`config.mk`:
```
export PLATFORM = sky130hd
export DESIGN_NAME = khtab_front
export DESIGN_NICKNAME = d
export VERILOG_FILES = /design/src/rtl/khtab_pkg.sv /design/src/rtl/khtab_front.sv
export SDC_FILE = /design/constraint.sdc
export NUM_CORES = 1
export LEC_CHECK = 0
export CAP_MARGIN = 40
export CELL_PAD_IN_SITES_DETAIL_PLACEMENT = 0
export CELL_PAD_IN_SITES_GLOBAL_PLACEMENT = 1
export CORE_MARGIN = 2
export CORE_UTILIZATION = 36
export DETAILED_ROUTE_END_ITERATION = 8
export DONT_BUFFER_PORTS = 1
export PLACE_DENSITY = 0.6
export SYNTH_ARGS = -nofsm -noshare
export SYNTH_HDL_FRONTEND = slang
export SYNTH_SLANG_ARGS = --single-unit
export TNS_END_PERCENT = 20
```
`constraint.sdc`:
```
create_clock -name clk -period 9.25 [get_ports clk]
set_clock_uncertainty 0.05 [all_clocks]
set_input_delay 1.85 -clock clk [delete_from_list [all_inputs] [get_ports clk]]
set_output_delay 1.85 -clock clk [all_outputs]
set_load 0.01 [all_outputs]
```
`src/rtl/khtab_pkg.sv`:
```
// Shared types, constants and the slot hash of the keyed counter hash table.
`default_nettype none
package khtab_pkg;

  localparam int SLOT_W      = 10;
  localparam int HASH_SLOTS  = 1 << SLOT_W;
  localparam int MAX_ENTRIES = 768;
  localparam int ENT_W       = 10;
  localparam int ENT_DEPTH   = MAX_ENTRIES + 1;
  localparam int CFG_IDX_W   = 2;

  localparam logic [63:0] ZERO_KEY_SUBST = 64'hfefff00dc00ffeee;

  localparam logic [2:0] KIND_ADD    = 3'd0;
  localparam logic [2:0] KIND_SET    = 3'd1;
  localparam logic [2:0] KIND_DELETE = 3'd2;
  localparam logic [2:0] KIND_LOOKUP = 3'd3;
  localparam logic [2:0] KIND_POP    = 3'd4;
  localparam logic [2:0] KIND_CLEAR  = 3'd5;

  localparam logic [CFG_IDX_W-1:0] CFG_KEEP_ZERO = 2'd0;
  localparam logic [CFG_IDX_W-1:0] CFG_ALLOW_NEG = 2'd1;

  typedef struct packed {
    logic [2:0]  kind;
    logic [63:0] key;
    logic [63:0] amount;
  } in_t;

  typedef struct packed {
    logic [63:0]      result_value;
    logic [63:0]      result_key;
    logic             found;
    logic             table_full;
    logic [ENT_W-1:0] entry_count;
  } out_t;

  typedef struct packed {
    logic [2:0]        kind;
    logic [63:0]       key;
    logic [63:0]       amount;
    logic [SLOT_W-1:0] home;
  } req_t;

  typedef struct packed {
    logic keep_zero_counts;
    logic allow_negative;
  } cfg_t;

  // Only the low slot bits of the sum matter, so the adds and the multiply by
  // thirteen are done at slot width.
  function automatic logic [SLOT_W-1:0] home_slot(input logic [63:0] k);
    logic [15:0]       ra;
    logic [31:0]       rb;
    logic [63:0]       rc;
    logic [SLOT_W-1:0] s;
    ra = {k[8:0], k[15:9]};
    rb = {k[16:0], k[31:17]};
    rc = {k[30:0], k[63:31]};
    s  = k[SLOT_W-1:0] + ra[SLOT_W-1:0] + rb[SLOT_W-1:0] + rc[SLOT_W-1:0];
    return s + (s << 2) + (s << 3);
  endfunction

endpackage
`default_nettype wire

```
`src/rtl/khtab_front.sv`:
```
// Front end: takes requests, substitutes key zero, hashes, and queues them.
`default_nettype none
module khtab_front (
  input  wire logic             clk,
  input  wire logic             rst,
  input  wire logic             push,
  output logic                  full,
  input  wire khtab_pkg::in_t   req,
  output logic                  q_empty,
  input  wire logic             q_pop,
  output khtab_pkg::req_t       q_data
);
  import khtab_pkg::*;

  req_t       slots [2];
  logic       wp;
  logic       rp;
  logic [1:0] count;
  req_t       classified;
  logic       do_push;
  logic       do_pop;

  always_comb begin
    classified.kind   = req.kind;
    classified.amount = req.amount;
    classified.key    = (req.key == 64'd0) ? ZERO_KEY_SUBST : req.key;
    classified.home   = home_slot(classified.key);
  end

  assign full    = (count == 2'd2);
  assign q_empty = (count == 2'd0);
  assign q_data  = slots[rp];
  assign do_push = push && !full;
  assign do_pop  = q_pop && !q_empty;

  always_ff @(posedge clk) begin
    if (do_push) begin
      slots[wp] <= classified;
    end
  end

  always_ff @(posedge clk) begin
    if (rst) begin
      wp    <= 1'b0;
      rp    <= 1'b0;
      count <= 2'd0;
    end else begin
      if (do_push) begin
        wp <= ~wp;
      end
      if (do_pop) begin
        rp <= ~rp;
      end
      count <= count + {1'b0, do_push} - {1'b0, do_pop};
    end
  end

endmodule
`default_nettype wire

```
Word level (Yosys, flattened, before mapping)
Memories as Yosys holds them, arrays and structs flattened. A register that Yosys moved wholly into a read port is not among the register bits.
Cells that the tools add are included.
- RAM bits: 282
- latch bits: 0
- input bits: 135
- memories: 1
- output and inout bits: 143
- ROM bits: 0
- register bits: 4
- logic and storage cells: 25
- memory list (name ; depth ; width ; rd ports ; clocked after Yosys merged registers in ; write ports ; line ; RTL):
    slots ; 2 ; 141 ; 1 ; 1 ; 1 ; khtab_front.sv:15 ; req_t slots [2];
- multiplexer cells: 5
- reductions and logical operators: 6
- $lt $le $gt $ge: 0
- $add $sub $neg: 7
- shift-type cells: 0
- div/mod/pow operators: 0
- multiply operators: 0
- equality and inequality tests: 1
- bitwise operators: 2
- operators with widths (operator ; number):
    $logic_not 64->1 ; 1
    $mux 64 ; 1
    $add 10x10->10 ; 5
    $mux 1 ; 4
    $add 2x1->2 ; 1
    $eq 2x2->1 const B ; 1
    $logic_and 1x1->1 ; 2
    $logic_not 1->1 ; 2
    $logic_not 2->1 ; 1
    $not 1->1 ; 2
    $sub 2x1->2 ; 1

Depth between registers and ports, before layout
- word-level depth: 7
- depth in mapped cells: 24
- depth with buffers taken out: 23

Worst setup path after synthesis
Ideal clock, no wire load.
- path type: in2reg
- from: in push
- to: mem slots[0][0] in the netlist's numbering, enable pin
- cell stages on the path: 2
- slack: 760 ps
- data required time: 8557 ps
- data arrival time: 7797 ps
- path buffers: 0
- setup time: 643 ps
- path through: nand2_1 nor2_1
- word-level cells in the longest chain between the ends: 3
- RTL lines (element ; line ; RTL):
    from (decl) ; khtab_front.sv:6 ; input wire logic push,
    $logic_and 1x1->1 ; khtab_front.sv:33 ; assign do_push = push && !full;
    $mux 1 ; khtab_front.sv:37 ; if (do_push) begin
    $mux 1 (implied by the code) ; khtab_front.sv:38 ; slots[wp] <= classified;
    to (decl) ; khtab_front.sv:15 ;
No other way between the ends.

==> results by group <==
CTS
  – Reg clk slew, reported paths: around 0.060 ns
  – Post-cts gate resize count: 0
  – # hold bufs at CTS: 0
  – H-tree lvl count: 1
  – Post-CTS setup buffer count: 0
  – Total CTS buffers: 31
  – Number of clock sinks: between 200 and 300
  – Clock buffer depth: 3
  – CTS root buf: clkbuf_16
  – Worst skew pair latency: approximately 0.57 ns
  – CTS tree: yes

Layout
  – Synthesis-to-layout area growth: 13.5%
  – Commonest cells after routing, fill and taps aside: 282 x edfxtp_1, 96 x mux2_2, 46 x inv_1
  – Non-Filler Instances: about 1200
  – Final Util: between 40% and 50%
  – Share of post-route cells with drive strength above 1: 23.8%
  – Final nets: around 880
  – Most common cell after layout, fill and taps aside: edfxtp_1
  – Antenna fix cells: 0

Routing
  – Drt drc: 0
  – Met1 wire length: 9500 um
  – First-pass DRT Iterations: 4
  – WL/cell: 22.1 um
  – WL final: approximately 26000 um
  – Routed Antenna Nets: 0
  – Post-DR vias/cell: 4.86
  – Met2 WL: approximately 12000 um
  – Met3 wire len: around 3500 um
  – DR vias: approximately 5700
  – DR top layer: met4
  – Iteration-0 DRC Markers: ~270

Placement
  – DP Cell Count: 1114
  – Hpwl dp: approximately 19000 um
  – RePlAce Congestion: just under 0.8
  – Port-buffer cells: 0

Synth
  – Netlist cell types: 33
  – Synth Area in Compound Gates: 1.26%
  – Syn_nets: 876
  – Post-Syn Instances: approximately 700
  – Post-synthesis mux area share: 13.1%
  – Area share of fa/ha/maj cells after synthesis: under 10%
  – Avg Cell Area, Syn: 17.3 um^2
  – Post-synthesis sequential area ratio: 70.8%
  – Synth warn: 0
  – Post-Synth Simple-Gate Area: 3.86%
  – Xor and xnor area share after synthesis: around 2.2%
  – #FFs+latches synth: ~290
  – Synth Cell Area: ~0.012 mm^2
  – Largest family of logic cells by synthesized area: multiplexers

STA
  – WHS: ~0.47 ns
  – Slew Limit Fails: 0
  – Final setup fails: 0
  – RSZ-0062 raised after global routing: false
  – Slew margin rel.: between 40 and 50%
  – TNS Setup: 0 ns
  – Fin crit share: a little over four fifths
  – Slew @ Worst Pin: ~0.76 ns
  – Fmax: approximately 130 MHz
  – Fin crit period: 7.78 ns
  – Final Hold Fails: 0

Pwr
  – Pint: 3.17 mW
  – Register share of total power: between 40% and 50%
  – Psw: 1.43 mW
  – Gate power share: 32.6%
  – Clk pwr share: 26.7%
  – Final total power: about 4.6 mW
  – PwrDens: roughly 330 mW/mm^2
  – Pleak: between 4 and 5 nW
  – Sw Ratio: 31.1%
  – Maximum vdd drop: between 200 and 300 uV

Floorplan
  – I/O Pins: between 200 and 300
  – Chip Height: 187 um
  – Die width: 187 um
  – Area of the core: approximately 0.033 mm^2
  – Die area: approximately 0.035 mm^2
  – Num rows: 67
  – Initial Util: 36.4%

Critical path
  – Critical Path, Cell by Cell: nor4_1 -> nand4_1 -> nor4_4 -> or2_1 -> inv_2 -> fa_1 -> fa_1 -> inv_1 -> ha_1 -> fa_1 -> xnor2_1 -> inv_1 -> fa_1 -> ha_1 -> fa_1 -> a21oi_1 -> nor2_1 -> nor2_1 -> o21ai_0 -> xnor3_1 -> xnor2_1
  – Crit-path max FO: 12
  – CP Launch Type: input port
  – Critical path class: input port to flip-flop
  – Crit path capture type: flip-flop
  – Critical path's largest stage delay: between 0.6 and 0.7 ns
  – Delay-heaviest family, CP: adder cells
  – Crit-path most repeated cell: fa_1
  – Worst EP required: 9.50 ns
  – Arrival time at the worst endpoint: around 8 ns
  – Buf/Inv on CP: 3
  – Worst path slowest cell: nor4_4

Global route
  – Vias in the first global route: just over 6000
  – GRT Total Usage: 14.3%
  – Initial antenna violation count: 0
  – Global route overflow: 0
  – Global-route wire length before repair: 38100 um
  – Largest net degree at the start of global routing: 61

Outcome
  – Outcome: completed

Run
  – Max Cap Violations: 0

Hold path
  – Hold WC Path Type: flip-flop to flip-flop
worst reg2reg max path, cell delays in order (launching register included):
cell	delay [ns]
dfxtp_1	0.35
nand2b_1	0.15
and3_4	0.38
buf_4	0.41
buf_16	0.28
registers in the layout (all words and copies together), names as in the netlist, named ones only:
| register | flops |
|---|---|
| rp | 1 |
| wp | 1 |
| slots | 282 |
| count | 2 |
cell families after synthesis:
logic type,after synthesis
XOR/XNOR,27
buffers and inverters,97
flip-flops,287
AO/OA/AOI/OAI,24
adder cells (fa/ha/maj),43
AND/OR/NAND/NOR,79
multiplexers,141
metrics by stage:
step / worst slack (ns) / cell area (um^2)
floorplan: 0.760 / 12100
global placement: 0.834 / 12600
detailed placement: 0.858 / 12700
CTS: 1.44 / 13700
global route: 1.09 / 13700
finish: 1.47 / 13700
worst paths after layout:
kind / from / endpoint / slack (ns) / depth (start not counted)
worst min register to register: rp / flip-flop / 0.47 / 2
worst max-delay path: req[121] / slots[0][9] / 1.47 / 21
worst min-delay path: rp / flip-flop / 0.47 / 2
worst max register to register: count[0] / slots[1][71] / 7.24 / 4
cell usage after synthesis:
library cell	count	area [um^2]
a211oi_1	1	7.51
a21o_1	6	45.0
a21oi_1	11	55.1
a21oi_2	1	8.76
and3_1	1	6.26
buf_1	9	33.8
clkbuf_1	34	128
dfxtp_1	5	100
edfxtp_1	282	8470
fa_1	21	420
ha_1	22	275
inv_1	46	173
inv_2	8	30.0
mux2_1	45	507
mux2_2	96	1080
nand2_1	2	7.51
nand2b_1	1	6.26
nand3_1	1	5.00
nand4_1	4	25.0
nor2_1	11	41.3
nor2b_1	2	12.5
nor4_1	16	100
nor4_2	1	12.5
o21a_1	1	7.51
o21ai_0	1	5.00
o21ai_2	1	8.76
o21bai_1	2	15.0
or2_1	40	250
xnor2_1	19	166
xnor2_2	1	16.3
xnor3_1	1	22.5
xor2_1	5	43.8
xor2_2	1	16.3
metal layers:
metal,track usage (%),vias to the layer above
met2,23.4,264
met1,15.9,2824
met3,8.27,39
li1,-,2560
met5,0,-
met4,4.00,0
power by group through the flow:
stage	clock [mW]	combinational, mW	sequential [mW]
global placement	0	1.45	1.92
floorplan	0	1.19	1.91
CTS	1.26	1.54	1.88
detailed placement	0	1.53	1.90
global route	1.32	1.66	1.89
finish	1.23	1.50	1.87
final cells by class:
type	count	area [um^2]
Timing Repair Buffer	11	188
Sequential cell	287	8570
Tap cell	448	561
Clock inverter	20	228
Clock buffer	36	795
Fill cell	2982	19500
Multi-Input combinational cell	314	3190
Inverter	54	203
Note: power is estimated with default switching activity, not from simulation.
