$ cat config.mk
export PLATFORM = sky130hd
export DESIGN_NAME = khtab_res_q
export DESIGN_NICKNAME = d
export VERILOG_FILES = /design/src/rtl/khtab_pkg.sv /design/src/rtl/khtab_res_q.sv
export SDC_FILE = /design/constraint.sdc
export NUM_CORES = 1
export LEC_CHECK = 0
export ABC_AREA = 1
export BUFFER_PORTS_ARGS = -buffer_cell sky130_fd_sc_hd__buf_4
export CORE_UTILIZATION = 45
export CTS_CLUSTER_DIAMETER = 100
export CTS_CLUSTER_SIZE = 12
export DETAILED_ROUTE_END_ITERATION = 7
export PLACE_DENSITY = 0.76
export SLEW_MARGIN = 0
export SYNTH_ARGS = -nofsm -noshare
export SYNTH_HDL_FRONTEND = slang
export SYNTH_SLANG_ARGS = --single-unit
$ cat constraint.sdc
create_clock -name clk -period 24.5 [get_ports clk]
set_clock_uncertainty 0.1 [all_clocks]
set_input_delay 3.675 -clock clk [delete_from_list [all_inputs] [get_ports clk]]
set_output_delay 3.675 -clock clk [all_outputs]
set_load 0.02 [all_outputs]
$ cat src/rtl/khtab_pkg.sv
// Shared types, constants and the slot hash of the keyed counter hash table.
`default_nettype none
package khtab_pkg;

  localparam int SLOT_W      = 10;
  localparam int HASH_SLOTS  = 1 << SLOT_W;
  localparam int MAX_ENTRIES = 768;
  localparam int ENT_W       = 10;
  localparam int ENT_DEPTH   = MAX_ENTRIES + 1;
  localparam int CFG_IDX_W   = 2;

  localparam logic [63:0] ZERO_KEY_SUBST = 64'hfefff00dc00ffeee;

  localparam logic [2:0] KIND_ADD    = 3'd0;
  localparam logic [2:0] KIND_SET    = 3'd1;
  localparam logic [2:0] KIND_DELETE = 3'd2;
  localparam logic [2:0] KIND_LOOKUP = 3'd3;
  localparam logic [2:0] KIND_POP    = 3'd4;
  localparam logic [2:0] KIND_CLEAR  = 3'd5;

  localparam logic [CFG_IDX_W-1:0] CFG_KEEP_ZERO = 2'd0;
  localparam logic [CFG_IDX_W-1:0] CFG_ALLOW_NEG = 2'd1;

  typedef struct packed {
    logic [2:0]  kind;
    logic [63:0] key;
    logic [63:0] amount;
  } in_t;

  typedef struct packed {
    logic [63:0]      result_value;
    logic [63:0]      result_key;
    logic             found;
    logic             table_full;
    logic [ENT_W-1:0] entry_count;
  } out_t;

  typedef struct packed {
    logic [2:0]        kind;
    logic [63:0]       key;
    logic [63:0]       amount;
    logic [SLOT_W-1:0] home;
  } req_t;

  typedef struct packed {
    logic keep_zero_counts;
    logic allow_negative;
  } cfg_t;

  // Only the low slot bits of the sum matter, so the adds and the multiply by
  // thirteen are done at slot width.
  function automatic logic [SLOT_W-1:0] home_slot(input logic [63:0] k);
    logic [15:0]       ra;
    logic [31:0]       rb;
    logic [63:0]       rc;
    logic [SLOT_W-1:0] s;
    ra = {k[8:0], k[15:9]};
    rb = {k[16:0], k[31:17]};
    rc = {k[30:0], k[63:31]};
    s  = k[SLOT_W-1:0] + ra[SLOT_W-1:0] + rb[SLOT_W-1:0] + rc[SLOT_W-1:0];
    return s + (s << 2) + (s << 3);
  endfunction

endpackage
`default_nettype wire

$ cat src/rtl/khtab_res_q.sv
// Two-entry result queue between the back end and the result ports.
`default_nettype none
module khtab_res_q (
  input  wire logic             clk,
  input  wire logic             rst,
  input  wire logic             wr,
  input  wire khtab_pkg::out_t  wdata,
  output logic                  full,
  input  wire logic             pop,
  output logic                  empty,
  output khtab_pkg::out_t       rdata
);
  import khtab_pkg::*;

  out_t       slots [2];
  logic       wp;
  logic       rp;
  logic [1:0] count;
  logic       do_wr;
  logic       do_pop;

  assign full   = (count == 2'd2);
  assign empty  = (count == 2'd0);
  assign rdata  = slots[rp];
  assign do_wr  = wr && !full;
  assign do_pop = pop && !empty;

  always_ff @(posedge clk) begin
    if (do_wr) begin
      slots[wp] <= wdata;
    end
  end

  always_ff @(posedge clk) begin
    if (rst) begin
      wp    <= 1'b0;
      rp    <= 1'b0;
      count <= 2'd0;
    end else begin
      if (do_wr) begin
        wp <= ~wp;
      end
      if (do_pop) begin
        rp <= ~rp;
      end
      count <= count + {1'b0, do_wr} - {1'b0, do_pop};
    end
  end

endmodule
`default_nettype wire

# After elaboration in Yosys (flattened, before gate mapping)

Memory sizes are Yosys's and may differ from the RTL's. A register that Yosys moved wholly into a read port is not among the register bits.
Cells that the tools add are included.

Bits in registers: 4
RAM bits: 280
Logic and storage cells: 18
Memories kept: 1

Memory list:

| memory | words | bits a word | rd ports | clocked after memory_dff | write ports | RTL line          | text |
|---|---|---|---|---|---|---|---|
| slots  | 2     | 140         | 1        | 1                        | 1           | khtab_res_q.sv:15 | `out_t slots [2];` |

Add/subtract/negate cells: 2
Eq/ne operators: 1
Mux-type cells: 4
Bitwise gates (word level): 2
Reductions and logical operators: 5

Operators by type and width:

| cell               | number |
|---|---|
| $mux 1             | 4 |
| $add 2x1->2        | 1 |
| $eq 2x2->1 const B | 1 |
| $logic_and 1x1->1  | 2 |
| $logic_not 1->1    | 2 |
| $logic_not 2->1    | 1 |
| $not 1->1          | 2 |
| $sub 2x1->2        | 1 |

# Longest topological paths before layout

Gate-level depths: netlist of run 1.

Depth in word-level cells: 5
Gate-level depth with buffers: 11
Gate-level depth less buffers: 11

# Worst setup path after synthesis of run 1

Ideal clock, no wire load.

Kind: input -> register
From: in wr
To: mem slots[0][0] in the netlist's numbering (enable)
Library setup time: 641 ps
Arrival time: 9558 ps
Required time: 23759 ps
Setup slack: 14201 ps
Cell stages on the path: 2
Buffers on the path: 0
Path through: nand2_1 > nor2_1

Longest elaborated chain between the ends: 3

RTL lines:

| element                      | RTL line          | text |
|---|---|---|
| start, declared              | khtab_res_q.sv:6  | `input wire logic wr,` |
| $logic_and 1x1->1            | khtab_res_q.sv:25 | `assign do_wr = wr && !full;` |
| $mux 1                       | khtab_res_q.sv:29 | `if (do_wr) begin` |
| $mux 1 (implied by the code) | khtab_res_q.sv:30 | `slots[wp] <= wdata;` |
| end, declared                | khtab_res_q.sv:15 |  |

No other way between the ends.

==> impl_results.md, run 1 <==
* Outcome: completed
* Clock buffer count from CTS at 27
* # resized after CTS at 0
* Sequential share of power at 0.445
* Required @ worst endpoint at 20.72 ns
* Post-CTS Setup Inserts at 0
* Min Clock Period, post-route at 7.35 ns
* Worst-Margin Slew at 0.986 ns
* Die X at 157 um
* FF-to-FF path depth at 5
* Core ar. at 23500 um2
* H-tree Lvls at 1
* Synthesized cell area at 10800 um2
* Asr flop ratio synth at 0
* Startpoint Class: register
* Post-synth top area share at 0.781
* Hold buffers post-CTS at 0
* Period Utilization, post-route at 0.300
* TritonCTS clock tree: yes
* Type of the most critical hold path: reg -> reg
* Final #Nets at 924
* Setup crit end kind: primary output
* Die area at 24600 um2
* Largest net degree at the start of global routing at 74
* Cell Area, Placed at 13200 um2
* Register area share after synthesis at 0.790
* Crit Path Max Fanout at 56
* Setup ws final at 17.15 ns
* Vias in the first global route at 5341
* Count leader, synth: edfxtp_1
* GPL Wtd Cong at 0.773
* Hold path depth at 2
* Achievable Freq at 0.136 GHz
* First-pass GRT wire length at 29100 um
* Slew headroom at 0.343
* Post-synth cell types at 13
* Total Power at 1.45 mW
* P_sw at 0.412 mW
* Setup violations, final at 0
* GRT Total Usage at 0.157
* Synth cell count leaders: edfxtp_1 (280), mux2_4 (100), mux2_2 (40)
* Post-Synthesis Net Count at 621
* Initial Util at 0.459
* Max-cap viol count at 0
* Initial antenna violation count at 0
* Number of synthesized flops with an enable pin at 280
* Design area at 14000 um2
* Met3 global-route usage at 0.0468
* Util after Layout at 0.595
* Clk_lat worst skew at 0.51 ns
* Critical path arrival at 3.57 ns
* Clk root buf: clkbuf_16
* Wire length per cell at 18.3 um
* Post-DP HPWL at 13600 um
* Dominant cells by area after synthesis: edfxtp_1 (78%), mux2_4 (14%), mux2_2 (4.2%)
* Setup WS pre-CTS at 17.61 ns
* Overflow after GRT at 0
* P_leak at 5.39 nW
* FP Rows at 56
* Final max-slew violation count at 0
* First DRT Iteration DRCs at 227
* Kind of critical path: reg -> out
* Chip Height at 157 um
* Post-Synthesis Cells at 475
* DP Cell Count at 1068
* Largest area contributor in the netlist: edfxtp_1
* Clock slew at the register clock pins of the worst setup and hold paths at 0.06 ns
* Flops & latches, synth at 285
* Number of I/O port buffers at 285
* RSZ-0062 raised after global routing: no
* Internal power at 1.04 mW
* Layout cells sized above 1 at 0.578
* Top FF cell, synth: edfxtp_1
* Yosys warnings at 0
* DR DRC count at 0
* Area growth, synth to finish at 29.6%
* Clock Power Share at 0.253
* Combinational power share at 0.302
* Global routing's busiest layer: met2
* Net Sw Frac at 0.285
* Vias at 5286
* Via density at 4.73
* Power per cell area at 104 nW/um2
* Ant diodes at 0
* Clock Path Buffers at 3
* Total Neg Setup Slack at 0 ns
* Non-Filler Instances at 1117
* Min Hold Slack at 0.410 ns
* Worst vdd ir at 62.2 uV
* I/O pins at 286
* Wirelength, routed at 20400 um
* First-pass DRT Iterations at 4
* Met2 global-route usage at 0.266
* GRT met1 Usage at 0.191
* Clk sinks at 285
* Syn Area/Cell at 22.7 um2
* Final Hold Fails at 0
* ANT nets after route at 0
-- sequential cells by signal, summed over array words and instances (netlist names), named ones only --
signal,count
rp,1
slots,280
wp,1
count,2
-- routing by layer --
metal,vias to the layer above,part of all wire
li1,2466,-
met1,2561,0.40
met2,215,0.49
met3,44,0.084
met4,0,0.028
met5,-,0
-- cell families (layout without fill, tap and decap cells) --
group / count (synthesis) / count (layout) / synth area share
multiplexers: 140 / 140 / 0.181
buffers and inverters: 26 / 349 / 0.0182
flip-flops: 285 / 285 / 0.790
AND/OR/NAND/NOR: 20 / 20 / 0.00732
AO/OA/AOI/OAI: 2 / 2 / 0.000929
adder cells (fa/ha/maj): 2 / 2 / 0.00232
-- power by group through the flow --
stage	clock (mW)	sequential, mW	combinational (mW)
3_5_place_dp	0	0.655	0.442
5_1_grt	0.395	0.650	0.463
2_1_floorplan	0	0.654	0.292
4_1_cts	0.379	0.645	0.444
6_report	0.367	0.644	0.437
3_3_place_gp	0	0.651	0.438
-- critical path: stages, from the launching register on --
cell and delay (ns):
dfxtp_4 0.71, buf_4 0.80, buf_4 0.88, mux2_2 0.43
buf_4 0.16
-- layout by cell type (no fill, tap or decap) --
| cell type | synthesis | routed |
|---|---|---|
| buf_4 | 0 | 290 |
| edfxtp_1 | 280 | 280 |
| mux2_4 | 100 | 100 |
| mux2_2 | 40 | 40 |
| clkbuf_16 | 0 | 27 |
| clkbuf_1 | 0 | 21 |
| inv_1 | 10 | 9 |
| nor2_1 | 9 | 8 |
| nand2_1 | 8 | 8 |
| dfxtp_1 | 5 | 4 |
| nand3_1 | 3 | 3 |
| a21oi_1 | 2 | 2 |
| ha_1 | 2 | 2 |
| inv_6 | 0 | 1 |
| nor2_4 | 0 | 1 |
| dfxtp_4 | 0 | 1 |
| clkinv_2 | 0 | 1 |
-- worst paths after layout --
kind | endpoint | start | slack, ns
worst min register to register | rp | rp | 0.41
worst min-delay path | rp | rp | 0.41
worst max-delay path | rdata[9] | register | 17.15
worst max register to register | slots[1][111] | count[0] | 21.80
-- cell type report --
cell class	instances	area [um2]
clock buffer	48	754
clock inverter	1	5.00
fill	1734	9510
inverter	10	42.5
multi-input combinational	164	2070
sequential	285	8510
tap	319	399
timing repair buffer	290	2180
(Power assumes the default switching activity.)
==> run 2, diff against run 1 <==
--- a/config.mk
+++ b/config.mk
@@ -5,13 +5,13 @@
 export SDC_FILE = /design/constraint.sdc
 export NUM_CORES = 1
 export LEC_CHECK = 0
-export ABC_AREA = 1
+export ABC_AREA = 0
 export BUFFER_PORTS_ARGS = -buffer_cell sky130_fd_sc_hd__buf_4
 export CORE_UTILIZATION = 45
 export CTS_CLUSTER_DIAMETER = 100
 export CTS_CLUSTER_SIZE = 12
 export DETAILED_ROUTE_END_ITERATION = 7
-export PLACE_DENSITY = 0.76
+export PLACE_DENSITY = 0.79
 export SLEW_MARGIN = 0
 export SYNTH_ARGS = -nofsm -noshare
 export SYNTH_HDL_FRONTEND = slang
==> constraint.sdc (replaced) <==
create_clock -name clk -period 6.45 [get_ports clk]
set_clock_uncertainty 0.1 [all_clocks]
set_input_delay 0.9675 -clock clk [delete_from_list [all_inputs] [get_ports clk]]
set_output_delay 0.9675 -clock clk [all_outputs]
set_load 0.02 [all_outputs]
==> run 2 against run 1 <==
  * Sequential power rose to 3.8 times the previous value
  * Cell area down 0.32%
  * Cell count down 2.1%
  * Critical path type unchanged
  * Sequential share of layout area up 0.20 points
  * Worst setup slack worse by 14 ns
  * Largest power group unchanged
  * Global-route usage about the same
  * Sequential cell count unchanged
==> impl_results.md, run 2 <==
* Non-Filler Instances at 1093
* Worst vdd ir at 407 uV
* ANT nets after route at 0
* Setup violations, final at 0
* Die X at 157 um
* Final max-slew violation count at 0
* Min Hold Slack at 0.409 ns
* R2R setup slack at 3.64 ns
* GPL Wtd Cong at 0.708
* Clk_lat worst skew at 0.52 ns
* Top sig layer: met4
* Vias in the first global route at 5428
* Wirelength, routed at 19700 um
* Area growth, synth to finish at 29.5%
* Final #Nets at 911
* Overflow after GRT at 0
* Setup crit end kind: primary output
* Crit path cell chain: buf_4, mux2_2, buf_4
* Top FF cell, synth: edfxtp_1
* Hold path depth at 2
* Clock Path Buffers at 3
* Metal2 WL at 9790 um
* First DRT Iteration DRCs at 185
* DR DRC count at 0
* # resized after CTS at 0
* Clock slew at the register clock pins of the worst setup and hold paths at 0.06 ns
* Clk sinks at 285
* Register area share after synthesis at 0.791
* Reg-to-Reg Start: count[0]
* Hold buffers post-CTS at 0
* Largest net degree at the start of global routing at 92
* Achievable Freq at 0.268 GHz
* FP Rows at 56
* Post-Synthesis Cells at 463
* Crit Path Max Fanout at 43
* Post-synth top area share at 0.782
* Flops & latches, synth at 285
* Largest area contributor in the netlist: edfxtp_1
* Synthesized cell area at 10800 um2
* Commonest non-fill, non-tap cell in the layout: buf_4
* Syn Area/Cell at 23.2 um2
* Design area at 13900 um2
* Cell count along the critical path at 3
* Worst path max stage delay at 0.75 ns
* GRT Total Usage at 0.157
* Clock buffer count from CTS at 27
* DP Cell Count at 1055
* P_leak at 5.34 nW
* H-tree Lvls at 1
* Number of I/O port buffers at 285
* Startpoint Class: register
* Worst path most repeated cell: buf_4
* Power per cell area at 411 nW/um2
* Asr flop ratio synth at 0
* Required @ worst endpoint at 5.38 ns
* Type of the most critical hold path: reg -> reg
* First-pass DRT Iterations at 4
* CP max stage cell: dfxtp_4
* Max-cap viol count at 0
* Outcome: completed
* Clk root buf: clkbuf_16
* Yosys warnings at 0
* Buf/Inv on CP at 2
* Post-Synthesis Net Count at 609
* Hold path startpoint: wp
* Synth cell count leaders: edfxtp_1 (280), mux2_4 (100), mux2_2 (40)
* Reg2Reg Capture Point: slots[0][137]
* Biggest regs: slots x280, count x2
* Layout cells sized above 1 at 0.596
* Vias at 5201
* Post-DP HPWL at 12700 um
* TritonCTS clock tree: yes
* Cell Area, Placed at 13200 um2
* I/O pins at 286
* Final Hold Fails at 0
* Initial Util at 0.458
* Core ar. at 23500 um2
* Wire length on met3 at 1710 um
* Most frequent cells in the layout: buf_4 (287), edfxtp_1 (280), mux2_4 (100)
* FF-to-FF path depth at 5
* Slew headroom at 0.332
* Family with the most delay on the worst path: buffers and inverters
* Critical path arrival at 2.66 ns
* Dominant cells by area after synthesis: edfxtp_1 (78%), mux2_4 (14%), mux2_2 (4.2%)
* Kind of critical path: reg -> out
* Period Utilization, post-route at 0.578
* Post-CTS Setup Inserts at 0
* Reg with most FFs: slots
* WHS Endpoint: wp
* Number of synthesized flops with an enable pin at 280
* Ant diodes at 0
* Chip Height at 157 um
* Count leader, synth: edfxtp_1
* RSZ-0062 raised after global routing: no
* Util after Layout at 0.593
* Min Clock Period, post-route at 3.73 ns
* Die area at 24500 um2
* Post-synth cell types at 22
* Max reg flops at 280
* Total Neg Setup Slack at 0 ns
* Met1 Wirelength at 7700 um
* Wire length per cell at 18.1 um
* Initial antenna violation count at 0
* First-pass GRT wire length at 29400 um
* Via density at 4.76
* Worst-Margin Slew at 1.00 ns
==> run 2: cell count changes after synthesis, sizes merged, moves of 3 or more <==
cell	delta
nand2	-7
nand3	-3
inv	-6
nor2	-5
==> run 2: final cells by class <==
class	instances	area, um2
well taps	319	399
multi-input cells	158	2070
flip-flops and latches	285	8510
clock inverters	1	5.00
repair buffers	289	2190
fillers	1694	9550
inverters	4	20.0
clock buffers	37	713
==> run 2: how the worst max path moves through the flow <==
stage,from,slack (ns),end
6_report,register,2.72,rdata[15]
4_1_cts,register,2.67,rdata[15]
3_3_place_gp,wr,3.04,slots[0][77]
2_1_floorplan,wr,1.60,slots[1][0]
5_1_grt,register,2.61,rdata[15]
3_5_place_dp,wr,3.00,slots[0][73]
==> run 2: cell families after synthesis <==
| group | count (synthesis) | share of synthesized area |
|---|---|---|
| AO/OA/AOI/OAI | 3 | 0.00163 |
| XOR/XNOR | 2 | 0.00163 |
| adder cells (fa/ha/maj) | 2 | 0.00233 |
| buffers and inverters | 20 | 0.0162 |
| flip-flops | 285 | 0.791 |
| multiplexers | 140 | 0.182 |
| AND/OR/NAND/NOR | 11 | 0.00535 |
==> run 2: through the flow <==
stage	setup slack [ns]	total power [mW]
after global routing	2.61	5.96
after detailed placement	3.00	4.43
after CTS	2.67	5.80
after global placement	3.04	4.39
final	2.72	5.72
after floorplan	1.60	3.77
==> run 2: tightest hold or removal path, delay by kind of cell, from the launching register on <==
kind | cells | cell delay [ns]
flip-flops | 1 | 0.32
AO/OA/AOI/OAI | 2 | 0.15
==> run 2: where the power goes <==
| part | leakage (nW) | internal, mW | switching, mW |
|---|---|---|---|
| sequential | 2.66 | 2.36 | 0.106 |
| clock | 0.348 | 0.756 | 0.608 |
| combinational | 2.34 | 0.926 | 0.964 |
==> run 2: metal layers <==
metal  vias up  global-route usage
met3        43              0.0515
met5         -                   0
met2       215               0.267
met1      2522               0.187
met4         0              0.0546
li1       2421                   -
